File: config.mk
export PLATFORM = sky130hd
export DESIGN_NAME = wlan_beacon_privacy_classifier
export DESIGN_NICKNAME = d
export VERILOG_FILES = /design/src/rtl/wbpc_pkg.sv /design/src/rtl/wbpc_cfg_regs.sv /design/src/rtl/wbpc_parser.sv /design/src/rtl/wbpc_out_reg.sv /design/src/rtl/wlan_beacon_privacy_classifier.sv
export SDC_FILE = /design/constraint.sdc
export NUM_CORES = 1
export LEC_CHECK = 0
export BUFFER_PORTS_ARGS = -buffer_cell sky130_fd_sc_hd__buf_2
export CORE_MARGIN = 2
export CORE_UTILIZATION = 40
export DETAILED_ROUTE_END_ITERATION = 8
export PLACE_DENSITY = 0.64
export SETUP_SLACK_MARGIN = 0.4
export SYNTH_ARGS = -nofsm -noshare
export SYNTH_HDL_FRONTEND = slang
export SYNTH_HIERARCHICAL = 1
export SYNTH_SLANG_ARGS = --single-unit
File: constraint.sdc
create_clock -name clk -period 2.5 [get_ports clk]
set_input_delay 0.25 -clock clk [delete_from_list [all_inputs] [get_ports clk]]
set_output_delay 0.25 -clock clk [all_outputs]
set_load 0.01 [all_outputs]
File: src/rtl/wbpc_pkg.sv
package wbpc_pkg;

	// element ids and field codes
	localparam logic [7:0] RSN_ELEMENT_ID    = 8'h30;
	localparam logic [7:0] VENDOR_ELEMENT_ID = 8'hDD;
	localparam logic [7:0] WPA_OUI_TYPE      = 8'h01;

	// group cipher type codes
	localparam logic [7:0] CIPHER_WEP40  = 8'd1;
	localparam logic [7:0] CIPHER_TKIP   = 8'd2;
	localparam logic [7:0] CIPHER_CCMP   = 8'd4;
	localparam logic [7:0] CIPHER_WEP104 = 8'd5;

	// privacy class codes
	localparam logic [2:0] CLS_NONE        = 3'd0;
	localparam logic [2:0] CLS_CIPHER1     = 3'd1;
	localparam logic [2:0] CLS_CIPHER5     = 3'd2;
	localparam logic [2:0] CLS_WPA_CIPHER2 = 3'd3;
	localparam logic [2:0] CLS_RSN_CIPHER4 = 3'd4;
	localparam logic [2:0] CLS_WPA_CIPHER4 = 3'd5;
	localparam logic [2:0] CLS_RSN_CIPHER2 = 3'd6;
	localparam logic [2:0] CLS_PRIV_ONLY   = 3'd7;

	// class source codes
	localparam logic [1:0] SRC_NONE = 2'd0;
	localparam logic [1:0] SRC_RSN  = 2'd1;
	localparam logic [1:0] SRC_WPA  = 2'd2;
	localparam logic [1:0] SRC_CAP  = 2'd3;

	// configuration register indexes
	localparam logic [1:0] CFG_RSN_CIPHER_OUI = 2'd0;
	localparam logic [1:0] CFG_WPA_VENDOR_OUI = 2'd1;
	localparam logic [1:0] CFG_WPA_CIPHER_OUI = 2'd2;

	localparam logic [23:0] RSN_CIPHER_OUI_RST = 24'h000FAC;
	localparam logic [23:0] WPA_VENDOR_OUI_RST = 24'h0050F2;
	localparam logic [23:0] WPA_CIPHER_OUI_RST = 24'h0050F2;

	typedef struct packed {
		logic [23:0] rsn_cipher_oui;
		logic [23:0] wpa_vendor_oui;
		logic [23:0] wpa_cipher_oui;
	} cfg_t;

	typedef struct packed {
		logic [2:0] privacy_class;
		logic [1:0] class_source;
	} res_t;

	// byte of an oui, first byte most significant
	function automatic logic [7:0] oui_byte(input logic [23:0] oui, input logic [1:0] pos);
		logic [7:0] b;
		case (pos)
			2'd0:    b = oui[23:16];
			2'd1:    b = oui[15:8];
			default: b = oui[7:0];
		endcase
		return b;
	endfunction

	function automatic logic [2:0] rsn_map(input logic [7:0] t);
		logic [2:0] c;
		case (t)
			CIPHER_WEP40:  c = CLS_CIPHER1;
			CIPHER_TKIP:   c = CLS_RSN_CIPHER2;
			CIPHER_CCMP:   c = CLS_RSN_CIPHER4;
			CIPHER_WEP104: c = CLS_CIPHER5;
			default:       c = CLS_NONE;
		endcase
		return c;
	endfunction

	function automatic logic [2:0] wpa_map(input logic [7:0] t);
		logic [2:0] c;
		case (t)
			CIPHER_WEP40:  c = CLS_CIPHER1;
			CIPHER_TKIP:   c = CLS_WPA_CIPHER2;
			CIPHER_CCMP:   c = CLS_WPA_CIPHER4;
			CIPHER_WEP104: c = CLS_CIPHER5;
			default:       c = CLS_NONE;
		endcase
		return c;
	endfunction

endpackage

File: src/rtl/wbpc_cfg_regs.sv
module wbpc_cfg_regs (
	input  logic              clk,
	input  logic              arst_n,
	input  logic              cfg_we,
	input  logic [1:0]        cfg_index,
	input  logic [23:0]       cfg_data,
	output wbpc_pkg::cfg_t    cfg
);

	// register file, writes to unused indexes are dropped
	always_ff @(posedge clk or negedge arst_n) begin
		if (!arst_n) begin
			cfg.rsn_cipher_oui <= wbpc_pkg::RSN_CIPHER_OUI_RST;
			cfg.wpa_vendor_oui <= wbpc_pkg::WPA_VENDOR_OUI_RST;
			cfg.wpa_cipher_oui <= wbpc_pkg::WPA_CIPHER_OUI_RST;
		end else if (cfg_we) begin
			unique case (cfg_index)
				wbpc_pkg::CFG_RSN_CIPHER_OUI: cfg.rsn_cipher_oui <= cfg_data;
				wbpc_pkg::CFG_WPA_VENDOR_OUI: cfg.wpa_vendor_oui <= cfg_data;
				wbpc_pkg::CFG_WPA_CIPHER_OUI: cfg.wpa_cipher_oui <= cfg_data;
				default: ;
			endcase
		end
	end

endmodule

File: src/rtl/wbpc_parser.sv
module wbpc_parser (
	input  logic              clk,
	input  logic              arst_n,
	input  wbpc_pkg::cfg_t    cfg,
	input  logic              in_valid,
	output logic              in_ready,
	input  logic [7:0]        ie_byte,
	input  logic              byte_valid,
	input  logic              last_byte,
	input  logic              privacy_bit,
	output logic              res_valid,
	input  logic              res_ready,
	output wbpc_pkg::res_t    res
);

	typedef enum logic [1:0] {PH_ID, PH_LEN, PH_BODY} phase_t;
	typedef enum logic [1:0] {KIND_NONE, KIND_RSN, KIND_WPA} kind_t;

	// input register
	logic       valid_s1;
	logic [7:0] byte_s1;
	logic       bval_s1;
	logic       last_s1;
	logic       priv_s1;

	// parse state
	phase_t     phase_q, phase_n;
	kind_t      kind_q, kind_n;
	logic [7:0] elem_id_q, elem_id_n;
	logic [7:0] remain_q, remain_n;
	logic [3:0] idx_q, idx_n;
	logic       match_q, match_n;
	logic       rsn_checked_q, rsn_checked_n;
	logic [2:0] rsn_class_q, rsn_class_n;
	logic       wpa_checked_q, wpa_checked_n;
	logic [2:0] wpa_class_q, wpa_class_n;
	logic       advance;
	logic       wpa_type_ok;

	// a final word waits only when the result slot is full
	assign advance   = valid_s1 && (!last_s1 || res_ready);
	assign in_ready  = !valid_s1 || advance;
	assign res_valid = advance && last_s1;

	always_ff @(posedge clk or negedge arst_n) begin
		if (!arst_n) begin
			valid_s1 <= 1'b0;
		end else if (in_ready) begin
			valid_s1 <= in_valid;
		end
	end

	always_ff @(posedge clk) begin
		if (in_ready && in_valid) begin
			byte_s1 <= ie_byte;
			bval_s1 <= byte_valid;
			last_s1 <= last_byte;
			priv_s1 <= privacy_bit;
		end
	end

	// next parse state for the word in the input register
	always_comb begin
		phase_n       = phase_q;
		kind_n        = kind_q;
		elem_id_n     = elem_id_q;
		remain_n      = remain_q;
		idx_n         = idx_q;
		match_n       = match_q;
		rsn_checked_n = rsn_checked_q;
		rsn_class_n   = rsn_class_q;
		wpa_checked_n = wpa_checked_q;
		wpa_class_n   = wpa_class_q;
		wpa_type_ok   = match_q && (byte_s1 == wbpc_pkg::WPA_OUI_TYPE);
		if (bval_s1) begin
			unique case (phase_q)
				PH_LEN: begin
					remain_n = byte_s1;
					idx_n    = 4'd0;
					match_n  = 1'b1;
					kind_n   = KIND_NONE;
					if (elem_id_q == wbpc_pkg::RSN_ELEMENT_ID && !rsn_checked_q) begin
						kind_n        = KIND_RSN;
						rsn_checked_n = 1'b1;
					end else if (elem_id_q == wbpc_pkg::VENDOR_ELEMENT_ID && !wpa_checked_q) begin
						kind_n = KIND_WPA;
					end
					phase_n = (byte_s1 == 8'd0) ? PH_ID : PH_BODY;
				end
				PH_BODY: begin
					if (kind_q == KIND_RSN) begin
						if (idx_q >= 4'd2 && idx_q <= 4'd4) begin
							if (byte_s1 != wbpc_pkg::oui_byte(cfg.rsn_cipher_oui,
									2'(idx_q - 4'd2)))
								match_n = 1'b0;
						end else if (idx_q == 4'd5) begin
							rsn_class_n = match_q ? wbpc_pkg::rsn_map(byte_s1)
								: wbpc_pkg::CLS_NONE;
						end
					end else if (kind_q == KIND_WPA) begin
						if (idx_q <= 4'd2) begin
							if (byte_s1 != wbpc_pkg::oui_byte(cfg.wpa_vendor_oui, idx_q[1:0]))
								match_n = 1'b0;
						end else if (idx_q == 4'd3) begin
							match_n = wpa_type_ok;
							if (wpa_type_ok)
								wpa_checked_n = 1'b1;
						end else if (idx_q >= 4'd6 && idx_q <= 4'd8) begin
							if (byte_s1 != wbpc_pkg::oui_byte(cfg.wpa_cipher_oui,
									2'(idx_q - 4'd6)))
								match_n = 1'b0;
						end else if (idx_q == 4'd9) begin
							if (wpa_checked_q)
								wpa_class_n = match_q ? wbpc_pkg::wpa_map(byte_s1)
									: wbpc_pkg::CLS_NONE;
						end
					end
					if (idx_q != 4'd15)
						idx_n = idx_q + 4'd1;
					remain_n = remain_q - 8'd1;
					if (remain_q == 8'd1)
						phase_n = PH_ID;
				end
				default: begin
					elem_id_n = byte_s1;
					phase_n   = PH_LEN;
				end
			endcase
		end
	end

	// result by precedence: rsn, then wpa, then the capability bit
	always_comb begin
		if (rsn_class_n != wbpc_pkg::CLS_NONE) begin
			res.privacy_class = rsn_class_n;
			res.class_source  = wbpc_pkg::SRC_RSN;
		end else if (wpa_class_n != wbpc_pkg::CLS_NONE) begin
			res.privacy_class = wpa_class_n;
			res.class_source  = wbpc_pkg::SRC_WPA;
		end else if (priv_s1) begin
			res.privacy_class = wbpc_pkg::CLS_PRIV_ONLY;
			res.class_source  = wbpc_pkg::SRC_CAP;
		end else begin
			res.privacy_class = wbpc_pkg::CLS_NONE;
			res.class_source  = wbpc_pkg::SRC_NONE;
		end
	end

	// parse state, cleared after the final word of a beacon
	always_ff @(posedge clk or negedge arst_n) begin
		if (!arst_n) begin
			phase_q       <= PH_ID;
			kind_q        <= KIND_NONE;
			elem_id_q     <= 8'd0;
			remain_q      <= 8'd0;
			idx_q         <= 4'd0;
			match_q       <= 1'b1;
			rsn_checked_q <= 1'b0;
			rsn_class_q   <= wbpc_pkg::CLS_NONE;
			wpa_checked_q <= 1'b0;
			wpa_class_q   <= wbpc_pkg::CLS_NONE;
		end else if (advance) begin
			if (last_s1) begin
				phase_q       <= PH_ID;
				kind_q        <= KIND_NONE;
				elem_id_q     <= 8'd0;
				remain_q      <= 8'd0;
				idx_q         <= 4'd0;
				match_q       <= 1'b1;
				rsn_checked_q <= 1'b0;
				rsn_class_q   <= wbpc_pkg::CLS_NONE;
				wpa_checked_q <= 1'b0;
				wpa_class_q   <= wbpc_pkg::CLS_NONE;
			end else begin
				phase_q       <= phase_n;
				kind_q        <= kind_n;
				elem_id_q     <= elem_id_n;
				remain_q      <= remain_n;
				idx_q         <= idx_n;
				match_q       <= match_n;
				rsn_checked_q <= rsn_checked_n;
				rsn_class_q   <= rsn_class_n;
				wpa_checked_q <= wpa_checked_n;
				wpa_class_q   <= wpa_class_n;
			end
		end
	end

	// body phase always has bytes left
	a_body_remain: assert property (@(posedge clk) disable iff (!arst_n)
		phase_q == PH_BODY |-> remain_q != 8'd0)
		else $error("body phase with no bytes remaining");

	// a class can only come from an element that was checked
	a_rsn_checked: assert property (@(posedge clk) disable iff (!arst_n)
		rsn_class_q != wbpc_pkg::CLS_NONE |-> rsn_checked_q)
		else $error("rsn class without checked rsn element");

	a_wpa_checked: assert property (@(posedge clk) disable iff (!arst_n)
		wpa_class_q != wbpc_pkg::CLS_NONE |-> wpa_checked_q)
		else $error("wpa class without checked wpa element");

	// parse state is back to idle after a result
	a_clear: assert property (@(posedge clk) disable iff (!arst_n)
		res_valid |=> phase_q == PH_ID && !rsn_checked_q && !wpa_checked_q)
		else $error("parse state not cleared after result");

endmodule

File: src/rtl/wbpc_out_reg.sv
module wbpc_out_reg (
	input  logic              clk,
	input  logic              arst_n,
	input  logic              res_valid,
	output logic              res_ready,
	input  wbpc_pkg::res_t    res,
	output logic              out_valid,
	input  logic              out_ready,
	output logic [2:0]        privacy_class,
	output logic [1:0]        class_source
);

	logic           out_valid_q;
	wbpc_pkg::res_t res_q;

	assign res_ready     = !out_valid_q || out_ready;
	assign out_valid     = out_valid_q;
	assign privacy_class = res_q.privacy_class;
	assign class_source  = res_q.class_source;

	// result register
	always_ff @(posedge clk or negedge arst_n) begin
		if (!arst_n) begin
			out_valid_q <= 1'b0;
		end else if (res_ready) begin
			out_valid_q <= res_valid;
		end
	end

	always_ff @(posedge clk) begin
		if (res_ready && res_valid) begin
			res_q <= res;
		end
	end

endmodule

File: src/rtl/wlan_beacon_privacy_classifier.sv
// Beacon privacy classifier: takes the information-element bytes of one beacon,
// one word per cycle, and on the word marked last_byte gives one result word with
// the privacy class and its source (first RSN element, then the WPA vendor
// element, then the capability privacy bit). Words that are not the last give no
// result. Throughput is one word per cycle except while a final word stalls; a
// word passes an input register and the per-byte parse logic, and the result of
// the last word is held in a result register until taken. Only a final word
// stalls, and only while that result register still holds an untaken result.
// OUI registers are written through cfg_we / cfg_index / cfg_data; the user must
// write them only while the block is idle; the block does not enforce this. Index
// 0..2 picks rsn_cipher_oui, wpa_vendor_oui, wpa_cipher_oui; others are ignored.
module wlan_beacon_privacy_classifier (
	input  logic        clk,
	input  logic        arst_n,
	input  logic        cfg_we,
	input  logic [1:0]  cfg_index,
	input  logic [23:0] cfg_data,
	input  logic        in_valid,
	output logic        in_ready,
	input  logic [7:0]  ie_byte,
	input  logic        byte_valid,
	input  logic        last_byte,
	input  logic        privacy_bit,
	output logic        out_valid,
	input  logic        out_ready,
	output logic [2:0]  privacy_class,
	output logic [1:0]  class_source
);

	wbpc_pkg::cfg_t cfg;
	wbpc_pkg::res_t res;
	logic           res_valid;
	logic           res_ready;

	// configuration registers
	wbpc_cfg_regs u_cfg (
		.clk       (clk),
		.arst_n    (arst_n),
		.cfg_we    (cfg_we),
		.cfg_index (cfg_index),
		.cfg_data  (cfg_data),
		.cfg       (cfg)
	);

	// element parser
	wbpc_parser u_parser (
		.clk         (clk),
		.arst_n      (arst_n),
		.cfg         (cfg),
		.in_valid    (in_valid),
		.in_ready    (in_ready),
		.ie_byte     (ie_byte),
		.byte_valid  (byte_valid),
		.last_byte   (last_byte),
		.privacy_bit (privacy_bit),
		.res_valid   (res_valid),
		.res_ready   (res_ready),
		.res         (res)
	);

	// result register
	wbpc_out_reg u_out (
		.clk           (clk),
		.arst_n        (arst_n),
		.res_valid     (res_valid),
		.res_ready     (res_ready),
		.res           (res),
		.out_valid     (out_valid),
		.out_ready     (out_ready),
		.privacy_class (privacy_class),
		.class_source  (class_source)
	);

endmodule
==> impl_results.md <==
* Synth-to-layout area growth at 24.9%
* H-tree depth at 4
* Root Driver: clkbuf_16
* Post-synthesis cell area at between 6000 and 7000 sq um
* Vias in the first global route at 4744
* Power Density at roughly 760 nW/um^2
* Startpoint Class: flop
* Final WL at approximately 16 mm
* Synth Area in Compound Gates at 0.137
* Most used cell, CP: buf_4
* Clock transition at path regs at about 0.060 ns
* Site Rows at between 40 and 50
* CTS tree: yes
* Final HPWL DP at ~10 mm
* Simple-gate share of the synthesized area at 0.132
* Routed length per instance at 18.6 um
* Post-synth ARST share at 0.870
* Antenna diodes at 0
* Post-layout min period at between 2 and 2.5 ns
* Synth Instances at approximately 550
* Post-synthesis sequential area ratio at 0.507
* Switching Share at 0.260
* Initial antenna violation count at 0
* Maximum vdd ir drop at approximately 0.56 mV
* DIE HEIGHT at ~130 um
* Worst-skew pair later-pin latency at roughly 0.43 ns
* Final clock skew at about 0.015 ns
* Portion of total power attributed to sequential cells at 0.435
* Max Cap Viol at 0
* Largest family of logic cells by synthesized area: multiplexers
* Mux cell area share after synthesis at 0.144
* Vias per std cell at about 5.6
* Placer Congestion at between 0.8 and 0.9
* CTS Buf Count at 17
* #FFs+latches synth at between 100 and 150
* Max_slew headroom at 0.514
* DRC Markers at 0
* Hold crit path type: in2reg
* Grt total ovfl at 0
* Final setup fails at 0
* Clk sinks at between 100 and 150
* Worst Setup Path Type: reg2reg
* Max incr delay on CP at 0.36 ns
* # port buffers at 48
* DRT iter0 DRCs at slightly below 300
* Detailed Routing Iterations Pass 1 at 5
* Cell-internal power at around 4400 uW
* Die Wd at 129 um
* Synth Area in XOR/XNOR at 0.0251
* Syn nets at 601
* Synth Area in Adders at 0.0159
* CP max FO at 9
* Fmax at between 400 and 500 MHz
* First-pass GRT wire length at approximately 25 mm
* Reg2reg setup slack at 0.34 ns
* Critical path required time at about 2.9 ns
* Comb pwr share at 0.154
* CP Cell Sequence: buf_4 -> inv_2 -> ha_4 -> buf_8 -> buf_4 -> a22o_1 -> or3_1 -> a22oi_1 -> nand4_1 -> a21oi_1 -> a211o_1
* Total GRT Usage at 0.197
* Netlist cell types at 66
* CP top delay family: compound AO/OA/AOI/OAI gates
* Syn Area/Cell at roughly 11 sq um
* Net Switching at around 1600 uW
* Final slew viol count at 0
* Nets at around 680
* CP max stage cell: dfrtp_1
* Initial Util at 0.412
* Crit path DAT at 2.53 ns
* Crit path buffers/inverters at 4
* Largest net degree at the start of global routing at between 80 and 90
* Unrepaired setup endpoints after global routing: yes
* Core box area at roughly 15000 sq um
* Via count at approximately 4800
* Final setup TNS at 0 ns
* Routed Antenna Nets at 0
* Clock power share at 0.410
* Filler cells at about 1300
* Post-synth EDFFs at 16
* Max clock buf depth at 2
* Synth Warn # at 6
* Fin util at 0.514
* CP endpoint kind: flop
* Leak at 0.00323 uW
* Crit share post-route at 0.863
* Ports at roughly 50
* Most common flop cell mapped by yosys: dfrtp_1
* Final-report hold violation count at 0
* Status: finished clean
* Layout cell share with drive strength beyond 1 at 0.395
* Die area at approximately 17000 sq um
* Slew @ Worst Pin at between 0.7 and 0.8 ns
==> registers in the layout, indices dropped and copies added (netlist names), 2 cells and up <==
name                  cells
u_out/privacy_class       3
u_cfg/cfg                72
u_parser/wpa_class_q      3
u_parser/remain_q         8
u_parser/phase_q          2
u_parser/elem_id_q        8
u_parser/kind_q           2
u_parser/byte_s1          8
u_out/class_source        2
u_parser/rsn_class_q      3
u_parser/idx_q            4
==> Yosys cell counts (3+ instances only) <==
master / count / area (sq um)
o21ai_0: 30 / 150
xor2_1: 10 / 87.6
a21oi_1: 30 / 150
nor3_1: 5 / 25.0
nand4_1: 12 / 75.1
nand2_1: 34 / 128
nor2b_1: 4 / 25.0
or3_1: 8 / 50.1
a21o_1: 3 / 22.5
o21ai_1: 3 / 15.0
a22o_1: 32 / 280
inv_1: 15 / 56.3
nor4_1: 4 / 25.0
mux2i_1: 7 / 70.1
nor3b_1: 8 / 60.1
buf_2: 7 / 35.0
or2_2: 4 / 25.0
o31ai_1: 4 / 30.0
edfxtp_1: 16 / 480
dfstp_2: 23 / 604
nor2_1: 22 / 82.6
a22oi_1: 9 / 67.6
buf_6: 3 / 33.8
xnor2_1: 8 / 70.1
buf_4: 3 / 22.5
nand2b_1: 6 / 37.5
clkbuf_1: 18 / 67.6
ha_1: 8 / 100
dfrtp_1: 84 / 2100
a31oi_1: 3 / 18.8
and3_1: 3 / 18.8
mux2_2: 73 / 822
nand3_1: 10 / 50.1
==> routing by layer <==
| layer | wire length [um] | GRT usage | vias to the layer above |
|---|---|---|---|
| met4 | 199 | 0.0601 | 0 |
| met5 | 0 | 0 | - |
| met2 | 7800 | 0.323 | 173 |
| met1 | 7060 | 0.255 | 2405 |
| met3 | 889 | 0.0570 | 22 |
| li1 | - | - | 2188 |
==> power by group through the flow <==
stage / Clock, uW / Sequential (uW) / Combinational [uW]
final: 2460 / 2610 / 923
after detailed placement: 0 / 2630 / 855
after global routing: 2600 / 2640 / 1020
after floorplan: 0 / 2540 / 662
after global placement: 0 / 2620 / 819
after CTS: 2490 / 2610 / 898
==> kinds of logic (layout without fill, tap and decap cells) <==
group | after synthesis | count (layout)
mux | 81 | 81
flops | 123 | 123
simple gates | 143 | 143
compound gates | 129 | 129
buf+inv | 49 | 144
xor+xnor | 18 | 18
fa+ha+maj | 8 | 8
==> per-stage QoR <==
step	worst slack [ns]	instance area [sq um]	instances	hold WS [ns]	power (uW)
floorplan	0.421	6280	551	-0.0456	3200
global placement	0.249	6740	793	0.169	3440
detailed placement	0.183	6740	793	0.183	3490
CTS	0.387	7700	846	0.00392	5990
global route	0.260	7850	857	0.0509	6260
finish	0.342	7850	857	0.0333	5990
==> cell type report <==
| cell class | count | area (sq um) | area share |
|---|---|---|---|
| Sequential cell | 123 | 3190 | 0.406 |
| Multi-Input combinational cell | 379 | 3000 | 0.382 |
| Timing Repair Buffer | 97 | 743 | 0.0947 |
| Clock buffer | 24 | 524 | 0.0668 |
| Tap cell | 211 | 264 | 0.0336 |
| Clock inverter | 8 | 80.1 | 0.0102 |
| Inverter | 15 | 56.3 | 0.00717 |
==> worst paths after layout <==
check	start	to	cells after the start
setup / recovery	u_parser/idx_q[0]$_DFFE_PN0P_	u_parser/match_q$_DFFE_PN1P_	11
hold / removal	in_valid	u_parser/valid_s1$_DFFE_PN0N_	2
setup reg to reg	u_parser/idx_q[0]$_DFFE_PN0P_	u_parser/match_q$_DFFE_PN1P_	11
hold reg to reg	u_cfg/cfg[21]$_DFFE_PN0P_	u_cfg/cfg[21]$_DFFE_PN0P_	1
max in group asynchronous	arst_n	u_parser/match_q$_DFFE_PN1P_	3
min in group asynchronous	arst_n	u_cfg/cfg[65]$_DFFE_PN0P_	2
==> what timing repair did <==
action                                 4_1_cts  5_1_grt
setup buffers                                8       10
resized for setup                           36       17
pin swaps                                   16        7
endpoints found under the hold margin       27        1
setup endpoints to repair                   15       15
gates cloned                                 2        0
hold buffers                                11        1
==> cell usage in the layout, fill, tap and decap left out, drive strengths merged, types with 9 or more instances in the layout <==
cell type,count
xor2,10
nand4,12
dfrtp,84
dfstp,23
nor3b,9
dlygate4sd3,12
nor2,23
nand2,35
nand3,10
clkbuf,24
a22o,32
inv,15
a22oi,9
mux2,74
buf,85
o21ai,33
edfxtp,16
a21oi,30
Note: power is estimated with default switching activity, not from simulation.
